File: src/bounded_deque_with_dump_assert.svh
// Assertion macros for the deque block.
`ifndef BOUNDED_DEQUE_WITH_DUMP_ASSERT_SVH
`define BOUNDED_DEQUE_WITH_DUMP_ASSERT_SVH
`ifndef ASSERT_OFF
`define BDQ_ASSERT(lbl, prop) \
  lbl: assert property (@(posedge clk_i) disable iff (!rst_ni) (prop)) \
    else $error("assertion failed");
`define BDQ_ASSERT_NEXT(lbl, ante, cons) \
  lbl: assert property (@(posedge clk_i) disable iff (!rst_ni) (ante) |=> (cons)) \
    else $error("assertion failed");
`else
`define BDQ_ASSERT(lbl, prop)
`define BDQ_ASSERT_NEXT(lbl, ante, cons)
`endif
`endif

File: src/bdq_pkg.sv
package bdq_pkg;

  localparam int unsigned OpW = 3;
  localparam int unsigned DataW = 32;

  localparam logic [OpW-1:0] OP_PUSH_BACK  = 3'd0;
  localparam logic [OpW-1:0] OP_PUSH_FRONT = 3'd1;
  localparam logic [OpW-1:0] OP_POP_BACK   = 3'd2;
  localparam logic [OpW-1:0] OP_POP_FRONT  = 3'd3;
  localparam logic [OpW-1:0] OP_DUMP       = 3'd4;

  typedef enum logic [1:0] {
    ST_DONE  = 2'd0,
    ST_EMPTY = 2'd1,
    ST_FULL  = 2'd2
  } status_e;

  typedef enum logic {
    FSM_IDLE,
    FSM_DUMP
  } state_e;

  typedef struct packed {
    logic we;
    logic re;
  } mem_cmd_t;

  typedef struct packed {
    logic    strobe;
    logic    from_mem;
    logic    last;
    status_e status;
  } res_t;

endpackage

File: src/bdq_ram.sv
module bdq_ram #(
  parameter int unsigned DEPTH = 16
) (
  input  logic                            clk_i,
  input  bdq_pkg::mem_cmd_t               cmd_i,
  input  logic [$clog2(DEPTH)-1:0]        waddr_i,
  input  logic signed [bdq_pkg::DataW-1:0] wdata_i,
  input  logic [$clog2(DEPTH)-1:0]        raddr_i,
  output logic signed [bdq_pkg::DataW-1:0] rdata_o
);

  logic signed [bdq_pkg::DataW-1:0] mem_q [DEPTH];
  logic signed [bdq_pkg::DataW-1:0] rdata_q;

  always_ff @(posedge clk_i) begin
    if (cmd_i.we) begin
      mem_q[waddr_i] <= wdata_i;
    end
  end

  always_ff @(posedge clk_i) begin
    if (cmd_i.re) begin
      rdata_q <= mem_q[raddr_i];
    end
  end

  assign rdata_o = rdata_q;

endmodule

File: src/bdq_ctrl.sv
module bdq_ctrl #(
  parameter int unsigned DEPTH = 16
) (
  input  logic                             clk_i,
  input  logic                             rst_ni,
  input  logic                             start,
  input  logic [bdq_pkg::OpW-1:0]          opcode_i,
  output logic                             busy,
  output logic [$clog2(DEPTH+1)-1:0]       count_o,
  output bdq_pkg::mem_cmd_t                cmd_o,
  output logic [$clog2(DEPTH)-1:0]         waddr_o,
  output logic [$clog2(DEPTH)-1:0]         raddr_o,
  output bdq_pkg::res_t                    res_o
);

  localparam int unsigned PW = $clog2(DEPTH);
  localparam int unsigned CW = $clog2(DEPTH + 1);

  bdq_pkg::state_e state_q, state_d;
  logic [PW-1:0]   front_q, front_d;
  logic [CW-1:0]   count_q, count_d;
  logic [PW-1:0]   rd_ptr_q, rd_ptr_d;
  logic [CW-1:0]   rem_q, rem_d;
  bdq_pkg::res_t   res_q, res_d;

  logic          full;
  logic          empty;
  logic [PW:0]   back_sum;
  logic [PW-1:0] back_addr;
  logic [PW-1:0] front_dec;
  logic [PW-1:0] rd_ptr_inc;
  logic [PW-1:0] front_inc;

  assign full  = (count_q == CW'(DEPTH));
  assign empty = (count_q == '0);

  assign back_sum   = {1'b0, front_q} + (PW+1)'(count_q);
  assign back_addr  = (back_sum >= (PW+1)'(DEPTH)) ? PW'(back_sum - (PW+1)'(DEPTH))
                                                   : back_sum[PW-1:0];
  assign front_dec  = (front_q == '0) ? PW'(DEPTH - 1) : front_q - PW'(1);
  assign front_inc  = (front_q == PW'(DEPTH - 1)) ? '0 : front_q + PW'(1);
  assign rd_ptr_inc = (rd_ptr_q == PW'(DEPTH - 1)) ? '0 : rd_ptr_q + PW'(1);

  always_ff @(posedge clk_i or negedge rst_ni) begin
    if (!rst_ni) begin
      state_q  <= bdq_pkg::FSM_IDLE;
      front_q  <= '0;
      count_q  <= '0;
      rd_ptr_q <= '0;
      rem_q    <= '0;
      res_q    <= '0;
    end else begin
      state_q  <= state_d;
      front_q  <= front_d;
      count_q  <= count_d;
      rd_ptr_q <= rd_ptr_d;
      rem_q    <= rem_d;
      res_q    <= res_d;
    end
  end

  always_comb begin
    state_d        = state_q;
    front_d        = front_q;
    count_d        = count_q;
    rd_ptr_d       = rd_ptr_q;
    rem_d          = rem_q;
    res_d          = '0;
    res_d.last     = 1'b1;
    res_d.status   = bdq_pkg::ST_DONE;
    cmd_o          = '0;
    waddr_o        = back_addr;
    raddr_o        = rd_ptr_q;
    unique case (state_q)
      bdq_pkg::FSM_IDLE: begin
        if (start) begin
          res_d.strobe = 1'b1;
          unique case (opcode_i)
            bdq_pkg::OP_PUSH_BACK: begin
              if (full) begin
                res_d.status = bdq_pkg::ST_FULL;
              end else begin
                cmd_o.we = 1'b1;
                count_d  = count_q + CW'(1);
              end
            end
            bdq_pkg::OP_PUSH_FRONT: begin
              if (full) begin
                res_d.status = bdq_pkg::ST_FULL;
              end else begin
                cmd_o.we = 1'b1;
                waddr_o  = front_dec;
                front_d  = front_dec;
                count_d  = count_q + CW'(1);
              end
            end
            bdq_pkg::OP_POP_BACK: begin
              if (empty) begin
                res_d.status = bdq_pkg::ST_EMPTY;
              end else begin
                count_d = count_q - CW'(1);
              end
            end
            bdq_pkg::OP_POP_FRONT: begin
              if (empty) begin
                res_d.status = bdq_pkg::ST_EMPTY;
              end else begin
                front_d = front_inc;
                count_d = count_q - CW'(1);
              end
            end
            bdq_pkg::OP_DUMP: begin
              if (!empty) begin
                res_d.strobe = 1'b0;
                state_d      = bdq_pkg::FSM_DUMP;
                rd_ptr_d     = front_q;
                rem_d        = count_q;
              end
            end
            default: begin
            end
          endcase
        end
      end
      bdq_pkg::FSM_DUMP: begin
        cmd_o.re       = 1'b1;
        res_d.strobe   = 1'b1;
        res_d.from_mem = 1'b1;
        res_d.last     = (rem_q == CW'(1));
        rd_ptr_d       = rd_ptr_inc;
        rem_d          = rem_q - CW'(1);
        if (rem_q == CW'(1)) begin
          state_d = bdq_pkg::FSM_IDLE;
        end
      end
      default: begin
        state_d = bdq_pkg::FSM_IDLE;
      end
    endcase
  end

  assign busy    = (state_q == bdq_pkg::FSM_DUMP);
  assign count_o = count_q;
  assign res_o   = res_q;

endmodule

File: src/bounded_deque_with_dump.sv
// Bounded double-ended queue of signed 32-bit values kept in a ring memory.
// An item is taken at a rising edge where start is high and busy is low; it
// carries opcode_i (push back, push front, pop back, pop front, dump) and
// value_i, which only pushes use.
// Results appear on element_o, element_valid_o, last_o, count_o and status_o
// for exactly one cycle, marked by strobe_o. The receiver cannot stall them.
// Push, pop and unused opcodes give one result in the cycle after the item is
// taken, and busy stays low, so such items go one per cycle. A push onto a
// full queue or a pop from an empty one leaves the queue alone and reports it
// in status_o.
// A dump of N stored elements raises busy while the memory read port walks
// from front to back; one result per element follows, each shown in the cycle
// after its read, last_o marking the tail. A dump of an empty queue gives one
// result with element_valid_o low. The next item may be taken in the cycle in
// which the final dump result is shown.
// Reset empties the queue at once; memory contents are not cleared.
module bounded_deque_with_dump #(
  parameter int unsigned DEPTH = 16
) (
  input  logic                              clk_i,
  input  logic                              rst_ni,
  input  logic                              start,
  output logic                              busy,
  input  logic [bdq_pkg::OpW-1:0]           opcode_i,
  input  logic signed [bdq_pkg::DataW-1:0]  value_i,
  output logic                              strobe_o,
  output logic signed [bdq_pkg::DataW-1:0]  element_o,
  output logic                              element_valid_o,
  output logic                              last_o,
  output logic [$clog2(DEPTH+1)-1:0]        count_o,
  output logic [1:0]                        status_o
);

  `include "bounded_deque_with_dump_assert.svh"

  localparam int unsigned PW = $clog2(DEPTH);

  bdq_pkg::mem_cmd_t                 cmd;
  bdq_pkg::res_t                     res;
  logic [PW-1:0]                     waddr;
  logic [PW-1:0]                     raddr;
  logic signed [bdq_pkg::DataW-1:0]  rdata;

  bdq_ctrl #(
    .DEPTH(DEPTH)
  ) u_ctrl (
    .clk_i   (clk_i),
    .rst_ni  (rst_ni),
    .start   (start),
    .opcode_i(opcode_i),
    .busy    (busy),
    .count_o (count_o),
    .cmd_o   (cmd),
    .waddr_o (waddr),
    .raddr_o (raddr),
    .res_o   (res)
  );

  bdq_ram #(
    .DEPTH(DEPTH)
  ) u_ram (
    .clk_i  (clk_i),
    .cmd_i  (cmd),
    .waddr_i(waddr),
    .wdata_i(value_i),
    .raddr_i(raddr),
    .rdata_o(rdata)
  );

  assign strobe_o        = res.strobe;
  assign element_o       = res.from_mem ? rdata : '0;
  assign element_valid_o = res.from_mem;
  assign last_o          = res.last;
  assign status_o        = res.status;

  `BDQ_ASSERT(count_in_range, count_o <= ($clog2(DEPTH+1))'(DEPTH))
  `BDQ_ASSERT_NEXT(accept_answered, start && !busy, strobe_o || busy)
  `BDQ_ASSERT(last_ends_busy, (strobe_o && last_o) |-> !busy)
  `BDQ_ASSERT(no_write_in_dump, busy |-> !cmd.we)

endmodule

File: config.mk
export PLATFORM = sky130hd
export DESIGN_NAME = bounded_deque_with_dump
export DESIGN_NICKNAME = d
export VERILOG_FILES = /design/src/bdq_pkg.sv /design/src/bdq_ram.sv /design/src/bdq_ctrl.sv /design/src/bounded_deque_with_dump.sv
export VERILOG_INCLUDE_DIRS = /design/src /design/src/src
export SDC_FILE = /design/constraint.sdc
export NUM_CORES = 1
export LEC_CHECK = 0
export BUFFER_PORTS_ARGS = -buffer_cell sky130_fd_sc_hd__buf_2
export CAP_MARGIN = 20
export CORE_ASPECT_RATIO = 0.5
export CORE_MARGIN = 10
export CORE_UTILIZATION = 40
export CTS_CLUSTER_DIAMETER = 200
export DETAILED_ROUTE_END_ITERATION = 10
export PLACE_DENSITY = 0.66
export REMOVE_ABC_BUFFERS = 1
export SLEW_MARGIN = 30
export SYNTH_ARGS = -nofsm -noshare
export SYNTH_HDL_FRONTEND = slang
export SYNTH_SLANG_ARGS = --single-unit
File: constraint.sdc
create_clock -name clk_i -period 12 [get_ports clk_i]
set_clock_uncertainty 0.1 [all_clocks]
set_input_delay 2.4 -clock clk_i [delete_from_list [all_inputs] [get_ports clk_i]]
set_output_delay 2.4 -clock clk_i [all_outputs]
set_load 0.01 [all_outputs]
# After elaboration in Yosys (flattened, before gate mapping)
# Memories as Yosys holds them, arrays and structs flattened. A register that Yosys moved wholly into a read port is not among the register bits.
# Index checks and enable logic that the tools add are counted.
dict set report totals {
  ff_bits 24
  ramBits 512
  in_bits 38
  elab_cells 90
  memories 1
}
# name depth width read_ports rd_clocked_by_memory_dff wr line
set memory_table {}
lappend memory_table {u_ram.mem_q 16 32 1 1 1 bdq_ram.sv:12} ;# logic signed [bdq_pkg::DataW-1:0] mem_q [DEPTH];
dict set report op_classes {
  add_sub_neg 8
  n_lt_le_gt_ge 1
  n_eq_ne 15
  n_mux 45
  n_bitwise 1
  reduce_logical 10
}
# operator count
set ops {}
lappend ops {{4-bit two-way mux} 13}
lappend ops {{32-bit two-way mux} 1}
lappend ops {{5-bit two-way mux} 5}
lappend ops {{5-bit case mux with 2 select lines} 2}
lappend ops {{4-bit case mux with 2 select lines} 2}
lappend ops {{1-bit two-way mux} 15}
lappend ops {{2-bit inequality test (second input constant)} 7}
lappend ops {{5-bit AND reduction} 2}
lappend ops {{5-bit by 1-bit subtractor with 5-bit output (second input constant)} 2}
lappend ops {{4-bit by 1-bit adder with 4-bit output (second input constant)} 2}
lappend ops {{4-bit == test (second input constant)} 2}
lappend ops {{2-bit two-way mux} 4}
lappend ops {{4-bit by 1-bit subtractor with 4-bit output (second input constant)} 2}
lappend ops {{3-bit by 2-bit == test with 1-bit output (second input constant)} 2}
lappend ops {{4-bit by 5-bit adder with 5-bit output} 1}
lappend ops {{5-bit by 1-bit adder with 5-bit output (second input constant)} 1}
lappend ops {{5-bit by 1-bit == test with 1-bit output (second input constant)} 1}
lappend ops {{5-bit == test (second input constant)} 1}
lappend ops {{5-bit greater-or-equal comparator (second input constant)} 1}
lappend ops {{5-bit zero test} 1}
lappend ops {{4-bit zero test} 1}
lappend ops {{1-bit case mux with 2 select lines} 2}
lappend ops {{2-bit case mux with 2 select lines} 1}
lappend ops {{2-bit nonzero test} 2}
lappend ops {{other kinds (6)} 7}

# Longest topological paths before layout
dict set report depth {
  ltp_word 7
  ltp_mapped 9
}

# Cells and area by module
# Synthesis repeated with hierarchy kept, for this count alone.
dict set report unflattened {
  hier_cells 1032
  hier_area_um2 22038.6
}
# module n_inst cells_per_inst area_per_inst_um2
set modules_own_cells {}
lappend modules_own_cells {bdq_ram 1 838 20155.6}
lappend modules_own_cells {bdq_ctrl 1 159 1627.8}
lappend modules_own_cells {bounded_deque_with_dump 1 35 255.2}

# Worst setup path before layout
# No wires, ideal clock.
dict set report synth_path {
  path_type {input -> register}
  from {input opcode_i[1] (netlist bit)}
  to {memory u_ram.mem_q[13][0] (netlist bit) (enable)}
  setup_time_ps 501
  t_arrival_ps 6500
  slack_ps 4899
  cell_stages 6
  path_cell_list {buf_6 nor4b_4 o211ai_4 and3_2 buf_2 nor4_1}
}
dict set report synth_between {
  elab_chain_cells 7
  elab_cells_between_ends 11
  classes_between {eq/ne (1); mux (8); reduce/logical (2)}
}
# element line
set synth_lines {}
lappend synth_lines {{start, declared} bounded_deque_with_dump.sv:24} ;# input logic [bdq_pkg::OpW-1:0] opcode_i,
lappend synth_lines {{3-bit by 1-bit == test with 1-bit output / 3-bit zero test (equally long branches)} bdq_ctrl.sv:78} ;# unique case (opcode_i)
lappend synth_lines {{2-bit OR reduction (no source line)} -}
lappend synth_lines {{1-bit two-way mux} -}
lappend synth_lines {{1-bit two-way mux} bdq_ctrl.sv:76} ;# if (start) begin
lappend synth_lines {{1-bit two-way mux} bdq_ctrl.sv:74} ;# unique case (state_q)
lappend synth_lines {{1-bit two-way mux} bdq_ram.sv:16} ;# if (cmd_i.we) begin
lappend synth_lines {{1-bit two-way mux (not written as such)} bdq_ram.sv:17} ;# mem_q[waddr_i] <= wdata_i;
lappend synth_lines {{end, declared} bdq_ram.sv:12}
# Several ways; a longest one is shown, not always the timed one.

# Final worst setup path
dict set report layout_path {
  from {input opcode_i[2] (netlist bit)}
  to {memory u_ram.mem_q[5][21] (netlist bit) (enable)}
}
# The elaborated chain is that of the path after synthesis.

==> results.toml <==
[pwr]
seqPwrFrac = 0.445
cellInternalPower_mw = 3.90
swShare = 0.309
ir_worst_vdd_mv = 0.166
combinationalPowerShare = 0.267
finalPower_mw = 5.65
power_density_nw_per_um2 = 221
p_sw_mw = 1.75
power_leakage_nw = 8.49
power_frac_clock = 0.287

[timing]
min_period_ps = 4730
period_share = 0.394
hold_violations = 0
finalSetupViolCount = 0
drv_slew = 0
rsz0062_at_grt = "no"
slew_headroom = 0.372
fin_setup_tns_ps = 0
worst_pin_slew_ps = 942
fmax_mhz = 212

[clock_tree]
insertion_delay_ps = 600
cts.sinks = 568
cts.clk_slew.worst_paths_ps = 60
cts_setup_buffers = 0
cts_resized = 0
clockRootBuffer = "clkbuf_16"
cts_tree = "built"
cts.htree.levels = 2
cts_hold_buf = 0
cts_buffer_depth = 3
cts_buffers = 51

[global_route]
grt_antenna_before_repair = 1
grt_start_max_net_pins = 66
overflow = 0
grt_use_met2 = 0.239
met3_usage = 0.0246
grt_pass1_wl_mm = 74.4
gr-max-usage-layer = "met2"
grt_pass1_vias = 12082
globalRouteMet1Util = 0.192
grt.total_usage = 0.143

[critical_path]
worstSetupPathType = "input port to flop"
critPathMaxFanout = 16
regToRegSetupSlack_ps = 8120
worstPathArrival_ps = 4900
end_kind = "flop"
required_ps = 12170
start_kind = "input port"

[finish]
multi_input_area_sq_um = 5350
antennaDiodeCount = 0
layout-drive-gt1-share = 0.214
nFillCells = 4646
area_growth_pct = 13.7
nets = 1328
regArea_sq_um = 16900

[synthesis]
yosysSeqAreaShare = 0.753
synthSimpleGateAreaFrac = 0.0313
netlist_instances = 1184
ys.flop_type = "edfxtp_1"
synthAdderAreaFrac = 0.00790
synth_edf_count = 544
yosysWarningCount = 0
yosys-top-cells-area = "edfxtp_1, mux4_2, mux2i_1, dfrtp_1, a221oi_1"
synth.largest_area_cell = "edfxtp_1"
synthArstFlopShare = 0.0423
synth_xor_xnor_area_share = 0.00584
yosysUniqueCellTypes = 62
syn_area_per_cell_sq_um = 19.0
synth-compound-area-share = 0.0632
syn-cell-area_sq_um = 22500
ys_top_cells_by_count = "edfxtp_1, mux2i_1, a221oi_1"
synth.area.mux_share = 0.123
synth_top_family_by_area = "multiplexers"
synth_seq_cells = 568
yosysMostFrequentCell = "edfxtp_1"
synth_top_area_frac = 0.726

[route]
wl_per_cell_um = 23.6
finalWirelength_mm = 48.9
drc = 0
vias = 11609
drtPass1Iterations = 5
postRouteAntennaNets = 0
vias_per_cell = 5.59
first_iter_violations = 1152

[floorplan]
io_pins = 81
core-area_sq_um = 55600
die_w_um = 355
initial_core_util = 0.405
rows = 61
die_area_sq_um = 66700
die_h_um = 188

[min_path]
hold_class = "flop to flop"

[placed_design]
gp_congestion = 0.787
port_buffers = 80
dpl.hpwl_mm = 26.9

[job]
drv_cap = 0

[status]
status = "complete, no violations"
==> power groups by stage <==
stage          Sequential, mW  Clock (mW)  Combinational [mW]
4_1_cts                  2.52        1.66                1.53
6_report                 2.51        1.62                1.51
5_1_grt                  2.54        1.73                1.64
3_3_place_gp             2.55           0                1.49
2_1_floorplan            2.66           0                1.08
3_5_place_dp             2.56           0                1.52
==> placed cells by master, fill, tap and decap left out, types with 13 or more instances in the layout <==
master / count
edfxtp_1: 544
mux2i_1: 132
buf_2: 80
a221oi_1: 65
mux4_2: 64
clkbuf_16: 52
nand2_1: 42
o21ai_0: 41
and2_1: 37
a22oi_1: 32
buf_4: 23
dfrtp_1: 20
clkbuf_1: 15
inv_1: 13
==> state kept, by name, indices dropped and copies added (netlist names) <==
register / flops
u_ctrl.rem_q: 5
u_ram.rdata_o: 32
u_ctrl.front_q: 4
u_ram.mem_q: 512
u_ctrl.count_o: 5
u_ctrl.busy: 1
u_ctrl.res_o: 5
u_ctrl.raddr_o: 4
==> worst max-delay path, stage by stage <==
cell and delay, ps:
buf_2 160, or3b_4 420, a2111oi_2 530, nand2_1 320, a211oi_4 510, buf_6 250
buf_4 280
==> path summary, 6_finish.rpt <==
path | end | depth (start not counted) | start
setup / recovery | u_ram.mem_q[5][21] | 7 | opcode_i[2]
hold / removal | u_ctrl.res_o[2] | 1 | u_ctrl.rem_q[4]
setup reg to reg | u_ram.mem_q[5][21] | 9 | u_ctrl.front_q[0]
hold reg to reg | u_ctrl.res_o[2] | 1 | u_ctrl.rem_q[4]
max in group asynchronous | u_ctrl.raddr_o[0] | 1 | rst_ni
min in group asynchronous | u_ctrl.raddr_o[3] | 1 | rst_ni
==> cells by family (layout without fill, tap and decap cells) <==
family                     count (synthesis)  count (layout)
DFF                                      568             568
muxes                                    196             196
AOI/OAI and AO/OA                        185             185
and+or+nand+nor                          126             126
buffers and inverters                     81             216
xor gates and xnor gates                  15              15
adders and majority gates                 13              13
==> layout make-up <==
cell class              count  area share
clock buffers              67      0.0531
clock inverters            28      0.0121
inverters                  13     0.00191
multi-input cells         535       0.209
flip-flops and latches    568       0.662
well taps                 756      0.0370
repair buffers            108      0.0246
==> through the flow <==
step	hold slack (ps)	area, sq um	setup WS (ps)	utilization	std cells
finish	439	25600	7270	0.460	2075
global route	486	25600	7200	0.460	2075
CTS	441	25600	7320	0.460	2075
detailed placement	429	23900	6720	0.430	1980
global placement	415	23900	6390	0.430	1978
floorplan	380	22200	3840	-	1116
==> routing by layer <==
metal / part of all wire / vias up
met5: 0.00014 / -
met4: 0.018 / 2
met3: 0.064 / 75
met2: 0.49 / 407
met1: 0.43 / 6084
li1: - / 5041
Power figures use the tool's default switching activity.
